[config.mk]
export PLATFORM = sky130hd
export DESIGN_NAME = zfci_divide
export DESIGN_NICKNAME = d
export VERILOG_FILES = /design/src/hdl/zfci_pkg.sv /design/src/hdl/zfci_divide.sv
export SDC_FILE = /design/constraint.sdc
export NUM_CORES = 2
export LEC_CHECK = 0
export BUFFER_PORTS_ARGS = -buffer_cell sky130_fd_sc_hd__buf_2
export CORE_UTILIZATION = 41
export DETAILED_ROUTE_END_ITERATION = 12
export GPL_TIMING_DRIVEN = 0
export SYNTH_ARGS = -nofsm -noshare
export SYNTH_HDL_FRONTEND = slang
export SYNTH_SLANG_ARGS = --single-unit
[constraint.sdc]
create_clock -name clk -period 9.1 [get_ports clk]
set_clock_uncertainty 0.2 [all_clocks]
set_input_delay 0.91 -clock clk [delete_from_list [all_inputs] [get_ports clk]]
set_output_delay 0.91 -clock clk [all_outputs]
set_load 0.005 [all_outputs]
[src/hdl/zfci_pkg.sv]
// zfci_pkg: shared constants, curve tables and stage records for the
// zoom/focus curve interpolator. No dependencies.
package zfci_pkg;

  // field widths and curve size
  localparam int CURVE_POINTS = 14;
  localparam int SEGS         = CURVE_POINTS - 1;
  localparam int ZOOM_W       = 12;
  localparam int FOCUS_W      = 13;
  localparam int FOCUS_MAX    = 8191;

  // index widths
  localparam int IDX_W = $clog2(CURVE_POINTS + 1);
  localparam int PT_W  = $clog2(CURVE_POINTS);
  localparam int SEG_W = (SEGS > 1) ? $clog2(SEGS) : 1;

  // product and reciprocal widths; quotient = (p * rcp) >> RCP_SH
  localparam int P_W    = ZOOM_W + FOCUS_W;
  localparam int RCP_SH = P_W;
  localparam int RCP_W  = P_W + 1;

  // register stages from input request to result
  localparam int PIPE_DEPTH = 6;

  // breakpoints of the curve
  localparam logic [ZOOM_W-1:0] ZOOM_ROM [CURVE_POINTS] = '{
    12'd20,   12'd50,   12'd90,   12'd180,  12'd373,  12'd565,  12'd758,
    12'd950,  12'd1143, 12'd1335, 12'd1528, 12'd1720, 12'd1913, 12'd2106
  };

  localparam logic [FOCUS_W-1:0] FOCUS_ROM [CURVE_POINTS] = '{
    13'd0,    13'd205,  13'd208,  13'd219,  13'd244,  13'd291,  13'd350,
    13'd438,  13'd574,  13'd703,  13'd902,  13'd1158, 13'd1505, 13'd1983
  };

  // ceil(2^RCP_SH / zoom span) for each segment
  localparam logic [RCP_W-1:0] RCP_ROM [SEGS] = '{
    26'd1118482, 26'd838861, 26'd372828, 26'd173858, 26'd174763,
    26'd173858,  26'd174763, 26'd173858, 26'd174763, 26'd173858,
    26'd174763,  26'd173858, 26'd173858
  };

  // segment record after the search stages
  typedef struct packed {
    logic               valid;
    logic [ZOOM_W-1:0]  off;
    logic [FOCUS_W-1:0] df;
    logic [ZOOM_W-1:0]  dz;
    logic [RCP_W-1:0]   rcp;
    logic [FOCUS_W-1:0] f0;
    logic               hold;
  } zfci_seg_t;

  // quotient record after the divide stages
  typedef struct packed {
    logic               valid;
    logic [FOCUS_W-1:0] f0;
    logic [P_W-1:0]     q;
  } zfci_quo_t;

endpackage

[src/hdl/zfci_divide.sv]
// zfci_divide: offset times focus span, reciprocal divide by zoom span, and
// one-step quotient correction (stages 3 to 5). Depends on zfci_pkg.
module zfci_divide import zfci_pkg::*; (
  input  logic      clk,
  input  logic      rst_n,
  input  logic      en,
  input  zfci_seg_t seg,
  output zfci_quo_t quo
);

  typedef struct packed {
    logic               valid;
    logic [P_W-1:0]     p;
    logic [ZOOM_W-1:0]  dz;
    logic [RCP_W-1:0]   rcp;
    logic [FOCUS_W-1:0] f0;
    logic               hold;
  } zfci_prod_t;

  typedef struct packed {
    logic               valid;
    logic [P_W-1:0]     qe;
    logic [P_W-1:0]     p;
    logic [ZOOM_W-1:0]  dz;
    logic [FOCUS_W-1:0] f0;
    logic               hold;
  } zfci_est_t;

  zfci_prod_t                 s3_r;
  zfci_prod_t                 s3_nxt;
  zfci_est_t                  s4_r;
  zfci_est_t                  s4_nxt;
  zfci_quo_t                  quo_r;
  zfci_quo_t                  quo_nxt;
  logic [P_W+RCP_W-1:0]       prod;
  logic [P_W+ZOOM_W-1:0]      chk;

  // stage 3: offset times focus span
  always_comb begin
    s3_nxt.valid = seg.valid;
    s3_nxt.p     = P_W'(seg.off) * P_W'(seg.df);
    s3_nxt.dz    = seg.dz;
    s3_nxt.rcp   = seg.rcp;
    s3_nxt.f0    = seg.f0;
    s3_nxt.hold  = seg.hold;
  end

  // stage 4: quotient estimate, exact or one too high
  always_comb begin
    prod         = (P_W+RCP_W)'(s3_r.p) * (P_W+RCP_W)'(s3_r.rcp);
    s4_nxt.valid = s3_r.valid;
    s4_nxt.qe    = prod[RCP_SH +: P_W];
    s4_nxt.p     = s3_r.p;
    s4_nxt.dz    = s3_r.dz;
    s4_nxt.f0    = s3_r.f0;
    s4_nxt.hold  = s3_r.hold;
  end

  // stage 5: back off by one when the estimate overshoots
  always_comb begin
    chk           = (P_W+ZOOM_W)'(s4_r.qe) * (P_W+ZOOM_W)'(s4_r.dz);
    quo_nxt.valid = s4_r.valid;
    quo_nxt.f0    = s4_r.f0;
    if (s4_r.hold) begin
      quo_nxt.q = '0;
    end else if (chk > (P_W+ZOOM_W)'(s4_r.p)) begin
      quo_nxt.q = s4_r.qe - P_W'(1);
    end else begin
      quo_nxt.q = s4_r.qe;
    end
  end

  // stage registers
  always_ff @(posedge clk) begin
    if (!rst_n) begin
      s3_r.valid  <= 1'b0;
      s4_r.valid  <= 1'b0;
      quo_r.valid <= 1'b0;
    end else if (en) begin
      s3_r  <= s3_nxt;
      s4_r  <= s4_nxt;
      quo_r <= quo_nxt;
    end
  end

  assign quo = quo_r;

endmodule

==> flow_metrics.tcl <==
set metrics [dict create \
    grt_usage_pct 24.0 \
    synth.distinct_cells 72 \
    fin_nets 5772 \
    drc_errors 0 \
    critPathCaptureType "register" \
    critPathArrivalTime_ns 8.88 \
    yosysMostFrequentCell "inv_1" \
    tightestPinTransition_ns 0.955 \
    status "finished clean" \
    fill_cells 9606 \
    drt-initial-drc-count 1990 \
    critPathKind "register to register" \
    regArea_um2 5800 \
    dieArea_um2 102000 \
    slew_violations 0 \
    synth_top_area_cell "fa_1" \
    cts_buffers 17 \
    rsz0062_at_grt "yes" \
    routed_wl_mm 116 \
    cp_common_cell "fa_1" \
    drive_gt1_share_pct 6.26 \
    syn-cell-area_um2 41200 \
    core-area_um2 99000 \
    gp_congestion 0.977 \
    post-route-period-util_pct 97.1 \
    cp_top_family "adder cells" \
    syn_inst 4306 \
    grt_pass1_wl_mm 185 \
    syn_area_per_cell_um2 9.58 \
    grt-ovfl-total 0 \
    hold_ws_ns 0.222 \
    die_w_um 319 \
    synthFlopType "edfxtp_1" \
    clk_latency_ns 0.52 \
    cp.required_ns 9.15 \
    initial_utilization_pct 41.7 \
    via_per_inst 5.09 \
    cpMaxStageDelayCell "fa_1" \
    crit_path_start_kind "register" \
    dieHeight_um 319 \
    synth_seq_cells 194 \
    syn_to_final_growth_pct 7.76 \
    cp_num_buf_inv 7 \
    synth_area_leaders "fa_1 43%, edfxtp_1 14%, ha_1 10%" \
    path_max_fanout 10 \
    clkTransAtPathRegs_ns 0.08 \
    detail-route-antenna-nets 0 \
    finalCriticalPeriod_ns 8.83 \
    cts_sinks 194 \
    clockRootBuffer "clkbuf_16" \
    io_buffers 119 \
    post-dp-hpwl_mm 96.1 \
    grt_pass1_vias 31400 \
    max_cap_violations 0 \
    synth_top_area_share_pct 43.1 \
    htree_levels 4 \
    yosysSeqAreaShare_pct 14.1 \
    wire_per_inst_um 20.1 \
    firstDrtPassIters 5 \
    crit_path_max_incr_delay_ns 0.56 \
    rows 115 \
    io_pins 120 \
    synthArstFlopShare_pct 0 \
    synthTopCellsByCount "997 x inv_1, 887 x fa_1, 782 x nand2_1" \
    finalSetupViolations 0 \
    synthesis.nets 5616 \
    grt_max_degree 69 \
    fmax_ghz 0.113 \
    relSlewSlack_pct 36.3 \
    hold_viol 0 \
    multi_input_area_um2 30900 \
    yosys_warnings 0 \
    vias 29300 \
    antenna_found_initial 1 \
    hp-class "register to register" \
    cts_tree "yes" \
    postCtsHoldBufs 0 \
    clockBufferDepth 2 \
    synth_enable_flop_cells 191 \
]
==> through the flow <==
| stage | worst slack (ns) | TNS (ns) | utilization, % | instance area [µm²] | cells |
|---|---|---|---|---|---|
| after floorplan | 1.55 | 0 | - | 41200 | 4306 |
| after global placement | -1.98 | -32.07 | 43.9 | 43400 | 5712 |
| after detailed placement | -0.713 | -4.70 | 44.0 | 43500 | 5715 |
| after CTS | 0.0104 | 0 | 44.6 | 44100 | 5745 |
| after global routing | -0.0104 | -0.0104 | 44.9 | 44400 | 5763 |
| final | 0.266 | 0 | 44.9 | 44400 | 5763 |
==> state kept, by name, indices dropped and copies added (netlist names) <==
signal	cells
quo_nxt	14
s4_r	63
quo	39
s3_r	78
==> path summary, 6_finish.rpt <==
path                 start          end  slack (ns)  depth (start not counted)
setup / recovery  s3_r[70]     s4_r[75]        0.27                         27
setup reg to reg  s3_r[70]     s4_r[75]        0.27                         27
hold reg to reg   s3_r[12]  quo_nxt[36]        0.22                          0
hold / removal    s3_r[12]  quo_nxt[36]        0.22                          0
==> logic make-up after synthesis <==
group                      after synthesis  share of synthesized area [%]
and+or+nand+nor                       1344                           15.4
adders and majority gates             1229                           53.4
buffers and inverters                 1207                           11.1
AOI/OAI and AO/OA                      252                           4.23
DFF                                    194                           14.1
xor gates and xnor gates                69                           1.47
muxes                                   11                          0.364
==> what timing repair did <==
item	in CTS	in global routing
setup buffers	3	26
endpoints found under the setup margin	16	34
hold endpoints to repair	0	0
resized for setup	10	110
==> area by class of cell <==
type                    count  area share, %
plain buffers             196           1.90
repair buffers            151           2.16
clock inverters            14          0.324
flip-flops and latches    194           13.0
multi-input cells        2905           69.6
clock buffers              18          0.966
well taps                1287           3.62
inverters                 997           8.42
diodes                      1        0.00563
==> cells in the final DEF (no fill, tap or decap), types with 19 or more instances in the layout <==
master,count
a21o_1,38
a21oi_1,72
and2_1,365
buf_2,119
buf_4,24
clkbuf_1,130
clkbuf_2,61
edfxtp_1,191
fa_1,887
ha_1,342
inv_1,997
nand2_1,782
nand3_1,19
nor2_1,51
nor2b_1,26
nor3_1,19
o21ai_0,31
xnor2_1,49
xor2_1,20
==> layer usage <==
layer	vias to the layer above	global-route usage [%]	share of wire (%)
met5	-	0	0
met4	0	9.31	4.0
met3	205	3.49	7.0
met2	1012	39.2	47
met1	15000	32.3	42
li1	13100	-	-
Power is not shown: default switching activity piles up to over one toggle a cycle in this logic, so the estimate is an artifact.
