File: config.mk
export PLATFORM = sky130hd
export DESIGN_NAME = zfci_search
export DESIGN_NICKNAME = d
export VERILOG_FILES = /design/src/hdl/zfci_pkg.sv /design/src/hdl/zfci_search.sv
export SDC_FILE = /design/constraint.sdc
export NUM_CORES = 1
export LEC_CHECK = 0
export ABC_CLOCK_PERIOD_IN_PS = 3700
export BUFFER_PORTS_ARGS = -buffer_cell sky130_fd_sc_hd__buf_2
export CORE_MARGIN = 2
export CORE_UTILIZATION = 52
export CTS_CLUSTER_DIAMETER = 60
export CTS_CLUSTER_SIZE = 10
export DETAILED_ROUTE_END_ITERATION = 8
export GPL_TIMING_DRIVEN = 0
export PLACE_DENSITY = 0.79
export SYNTH_ARGS = -nofsm -noshare
export SYNTH_HDL_FRONTEND = slang
export SYNTH_SLANG_ARGS = --single-unit
File: constraint.sdc
create_clock -name clk -period 3.7 [get_ports clk]
set_clock_uncertainty 0.1 [all_clocks]
set_input_delay 0.37 -clock clk [delete_from_list [all_inputs] [get_ports clk]]
set_output_delay 0.37 -clock clk [all_outputs]
set_load 0.005 [all_outputs]
File: src/hdl/zfci_pkg.sv
// zfci_pkg: shared constants, curve tables and stage records for the
// zoom/focus curve interpolator. No dependencies.
package zfci_pkg;

  // field widths and curve size
  localparam int CURVE_POINTS = 14;
  localparam int SEGS         = CURVE_POINTS - 1;
  localparam int ZOOM_W       = 12;
  localparam int FOCUS_W      = 13;
  localparam int FOCUS_MAX    = 8191;

  // index widths
  localparam int IDX_W = $clog2(CURVE_POINTS + 1);
  localparam int PT_W  = $clog2(CURVE_POINTS);
  localparam int SEG_W = (SEGS > 1) ? $clog2(SEGS) : 1;

  // product and reciprocal widths; quotient = (p * rcp) >> RCP_SH
  localparam int P_W    = ZOOM_W + FOCUS_W;
  localparam int RCP_SH = P_W;
  localparam int RCP_W  = P_W + 1;

  // register stages from input request to result
  localparam int PIPE_DEPTH = 6;

  // breakpoints of the curve
  localparam logic [ZOOM_W-1:0] ZOOM_ROM [CURVE_POINTS] = '{
    12'd20,   12'd50,   12'd90,   12'd180,  12'd373,  12'd565,  12'd758,
    12'd950,  12'd1143, 12'd1335, 12'd1528, 12'd1720, 12'd1913, 12'd2106
  };

  localparam logic [FOCUS_W-1:0] FOCUS_ROM [CURVE_POINTS] = '{
    13'd0,    13'd205,  13'd208,  13'd219,  13'd244,  13'd291,  13'd350,
    13'd438,  13'd574,  13'd703,  13'd902,  13'd1158, 13'd1505, 13'd1983
  };

  // ceil(2^RCP_SH / zoom span) for each segment
  localparam logic [RCP_W-1:0] RCP_ROM [SEGS] = '{
    26'd1118482, 26'd838861, 26'd372828, 26'd173858, 26'd174763,
    26'd173858,  26'd174763, 26'd173858, 26'd174763, 26'd173858,
    26'd174763,  26'd173858, 26'd173858
  };

  // segment record after the search stages
  typedef struct packed {
    logic               valid;
    logic [ZOOM_W-1:0]  off;
    logic [FOCUS_W-1:0] df;
    logic [ZOOM_W-1:0]  dz;
    logic [RCP_W-1:0]   rcp;
    logic [FOCUS_W-1:0] f0;
    logic               hold;
  } zfci_seg_t;

  // quotient record after the divide stages
  typedef struct packed {
    logic               valid;
    logic [FOCUS_W-1:0] f0;
    logic [P_W-1:0]     q;
  } zfci_quo_t;

endpackage

File: src/hdl/zfci_search.sv
// zfci_search: breakpoint search (stage 1) and segment table fetch (stage 2).
// Depends on zfci_pkg.
module zfci_search import zfci_pkg::*; (
  input  logic              clk,
  input  logic              rst_n,
  input  logic              en,
  input  logic              in_valid,
  input  logic [ZOOM_W-1:0] zoom_step,
  output zfci_seg_t         seg
);

  logic              v1_r;
  logic [IDX_W-1:0]  idx1_r;
  logic [IDX_W-1:0]  idx_nxt;
  logic [ZOOM_W-1:0] z1_r;
  logic [PT_W-1:0]   lo;
  logic [PT_W-1:0]   hi;
  logic [PT_W-1:0]   base;
  logic              below;
  zfci_seg_t         seg_r;
  zfci_seg_t         seg_nxt;

  // first breakpoint strictly above the input
  always_comb begin
    idx_nxt = IDX_W'(CURVE_POINTS);
    for (int i = CURVE_POINTS - 1; i >= 0; i--) begin
      if (zoom_step < ZOOM_ROM[i]) begin
        idx_nxt = IDX_W'(i);
      end
    end
  end

  // stage 1 registers
  always_ff @(posedge clk) begin
    if (!rst_n) begin
      v1_r <= 1'b0;
    end else if (en) begin
      v1_r <= in_valid;
    end
  end

  always_ff @(posedge clk) begin
    if (en) begin
      idx1_r <= idx_nxt;
      z1_r   <= zoom_step;
    end
  end

  // segment ends and base point
  always_comb begin
    below = 1'b0;
    if (idx1_r == IDX_W'(CURVE_POINTS)) begin
      lo   = PT_W'(CURVE_POINTS - 2);
      hi   = PT_W'(CURVE_POINTS - 1);
      base = PT_W'(CURVE_POINTS - 1);
    end else if (idx1_r == '0) begin
      below = 1'b1;
      lo    = '0;
      hi    = PT_W'(1);
      base  = '0;
    end else begin
      lo   = PT_W'(idx1_r - IDX_W'(1));
      hi   = PT_W'(idx1_r);
      base = PT_W'(idx1_r - IDX_W'(1));
    end
  end

  // segment fetch
  always_comb begin
    seg_nxt.valid = v1_r;
    seg_nxt.off   = z1_r - ZOOM_ROM[base];
    seg_nxt.df    = FOCUS_ROM[hi] - FOCUS_ROM[lo];
    seg_nxt.dz    = ZOOM_ROM[hi] - ZOOM_ROM[lo];
    seg_nxt.rcp   = RCP_ROM[SEG_W'(lo)];
    seg_nxt.f0    = FOCUS_ROM[base];
    seg_nxt.hold  = below || (ZOOM_ROM[hi] <= ZOOM_ROM[lo]) ||
                    (FOCUS_ROM[hi] < FOCUS_ROM[lo]);
  end

  // stage 2 register
  always_ff @(posedge clk) begin
    if (!rst_n) begin
      seg_r.valid <= 1'b0;
    end else if (en) begin
      seg_r <= seg_nxt;
    end
  end

  assign seg = seg_r;

endmodule

==> flow_summary.json <==
{
  "start_util_pct": 53.4,
  "antenna_found_initial": 0,
  "multi_input_comb_area_um2": 3200,
  "synth_cells": 632,
  "cpMostUsedCell": "inv_2",
  "fp-row-count": 38,
  "avgSynthCellArea_um2": 9.16,
  "dr.pass1.iters": 6,
  "post_synth_num_cell_types": 69,
  "final_antenna_net_count": 0,
  "cts_root_buffer": "clkbuf_8",
  "ys_ff_latch": 79,
  "p_leak_uw": 0.00286,
  "status": "complete, no violations",
  "grt_max_degree": 33,
  "rsz0062_at_grt": "yes",
  "port_buffers": 86,
  "io_pins": 94,
  "critPathRequiredTime_ps": 3700,
  "grt_pass1_vias": 4885,
  "fmax_ghz": 0.277,
  "antenna_cells": 0,
  "worstSkewPairLatency_ps": 360,
  "dieArea_um2": 12000,
  "setup_violations": 0,
  "cp-end-kind": "register",
  "worst_pin_slew_ps": 760,
  "whs_ps": 90.2,
  "die_h_um": 110,
  "yosysWarnings": 0,
  "drive_gt1_share_pct": 24.0,
  "die_w_um": 110,
  "fin_nets": 800,
  "initialDrtViolationCount": 363,
  "netlist_area_um2": 5790,
  "cp.depth": 15,
  "async_flop_share_pct": 0,
  "cp_cell_sequence": "nor2_4, nand2_1, inv_2, a211o_4, inv_2, ha_1, nor2b_4, nor2_1, o21a_1, fa_1, nand2b_4, a21oi_2, o211a_1, o31a_1, o311ai_2",
  "worstRegToRegCells": 15,
  "cts_buffers": 9,
  "dp_cells": 865,
  "cpLargestDelayFamily": "compound AO/OA/AOI/OAI gates",
  "ir_drop_mv": 0.234,
  "grt_usage_pct": 27.3,
  "drv_cap": 0,
  "fillCellCount": 938,
  "finalCritPeriodShare_pct": 97.6,
  "hold_depth": 1,
  "grt_pass1_wl_um": 25000,
  "crit_fanout": 5,
  "place.gp.congestion": 0.971,
  "vias": 5237,
  "finalHoldViolations": 0,
  "clk_pin_slew_ps": 80,
  "critical_path_arrival_ps": 3610,
  "powerDensity_nw_per_um2": 508,
  "grt-ovfl-total": 0,
  "finalPower_uw": 3460,
  "drt-total-wl_um": 15900,
  "slowest_delay_ps": 540,
  "fin_crit_ps": 3610,
  "maxSlewHeadroom_pct": 49.4,
  "crit_buf_inv": 2,
  "drcViolationCount": 0,
  "synthFlopType": "edfxtp_1",
  "crit_type": "reg -> reg",
  "drv_slew": 0,
  "viasPerCell": 5.94,
  "synth_edf_count": 77,
  "clk_path_buf_depth": 2,
  "htree_levels": 3,
  "clock_sinks": 79,
  "wire_per_inst_um": 18.1,
  "cp-start-kind": "register",
  "coreArea_um2": 10800,
  "post-dp-hpwl_um": 11700,
  "crit_slowest_cell": "edfxtp_1",
  "layout.cells.non_filler": 882,
  "ff_latch_area_um2": 2350,
  "cts_tree": "done",
  "hp-class": "in -> reg",
  "synth_seq_area_share_pct": 40.6,
  "syn_to_final_growth_pct": 17.7
}
==> where the power goes <==
part | internal, µW | total (µW) | leakage [µW] | switching, µW
clock | 400 | 724 | 0.000104 | 324
sequential | 1160 | 1200 | 0.000746 | 32.0
combinational | 637 | 1540 | 0.00201 | 905
==> cells in the mapped netlist, types with 4 or more instances <==
master	n	share of area, %
buf_1	4	0.26
a211o_1	4	0.61
nand2_1	55	3.6
inv_1	32	2.1
buf_4	16	2.1
a21oi_1	46	4.0
edfxtp_1	77	40
a31oi_1	5	0.54
nand2b_1	7	0.76
mux2i_1	4	0.69
and2_1	8	0.86
o211ai_1	11	1.4
or3_1	7	0.76
a311oi_1	4	0.61
clkbuf_1	14	0.91
a21o_1	6	0.78
or2_2	4	0.43
nor3_1	15	1.3
buf_2	8	0.69
nand3_1	5	0.43
xor2_1	4	0.61
nor2b_1	16	1.7
xnor2_1	16	2.4
nor4_1	5	0.54
o21ai_0	43	3.7
nor2_1	87	5.6
ha_1	44	9.5
o21a_1	10	1.3
a21boi_0	6	0.78
and3_1	7	0.76
==> metrics by stage <==
step	utilization (%)	cell area [µm²]	worst slack, ps	setup TNS (ps)
3_3_place_gp	59.2	6420	-731	-7570
4_1_cts	61.9	6710	1.70	0
6_report	62.9	6810	87.4	0
3_5_place_dp	59.4	6440	-789	-8380
2_1_floorplan	-	5810	133	0
5_1_grt	62.9	6810	-23.6	-24.8
==> metal layers <==
| layer | global-route usage, % | share of wire (%) | vias up |
|---|---|---|---|
| met4 | 11.3 | 2.7 | 0 |
| li1 | - | - | 2474 |
| met2 | 43.5 | 46 | 268 |
| met1 | 36.9 | 44 | 2458 |
| met3 | 4.56 | 8.0 | 37 |
| met5 | 0 | 0 | - |
==> state kept, by name, summed over array words and instances (netlist names) <==
name / cells
idx1_r: 4
seg: 62
v1_r: 1
z1_r: 12
==> logic make-up after synthesis <==
| group | Yosys count | share of synthesized area, % |
|---|---|---|
| simple gates | 227 | 18.2 |
| buf+inv | 78 | 6.66 |
| compound gates | 173 | 19.8 |
| other cells | 2 | 0.130 |
| flops | 79 | 40.6 |
| fa+ha+maj | 48 | 10.7 |
| mux | 5 | 0.886 |
| xor+xnor | 20 | 3.03 |
==> placed cells by master (no fill, tap or decap), types with 8 or more instances in the layout <==
cell      instances
a21oi_1          42
buf_2            91
buf_4            21
clkbuf_1         10
clkbuf_8         10
conb_1            8
edfxtp_1         77
ha_1             41
inv_1            29
nand2_1          54
nor2_1           85
nor2b_1          15
nor3_1           14
o211ai_1         11
o21a_1           10
o21ai_0          38
xnor2_1          16
==> path summary, 6_finish.rpt <==
path                                 from                   end  slack (ps)
setup / recovery  idx1_r[3]$_SDFFCE_PP0P_      seg[0]$_DFFE_PP_          90
hold / removal               zoom_step[7]     z1_r[7]$_DFFE_PP_          90
setup reg to reg  idx1_r[3]$_SDFFCE_PP0P_      seg[0]$_DFFE_PP_          90
hold reg to reg      seg[77]$_SDFFE_PN0P_  seg[77]$_SDFFE_PN0P_         430
==> what timing repair did <==
item | CTS | global route
pin swaps | 3 | 6
endpoints found under the setup margin | 22 | 15
hold buffers | 0 | 0
resized for setup | 23 | 36
buffers inserted | 0 | 2
==> area by class of cell <==
| cell class | count | area share [%] |
|---|---|---|
| Multi-Input combinational cell | 481 | 46.9 |
| Sequential cell | 79 | 34.5 |
| Timing Repair Buffer | 89 | 6.83 |
| Buffer | 44 | 4.15 |
| Tap cell | 140 | 2.57 |
| Clock buffer | 13 | 2.19 |
| Inverter | 33 | 1.85 |
| Clock inverter | 3 | 0.992 |
Note: power is estimated with default switching activity, not from simulation.
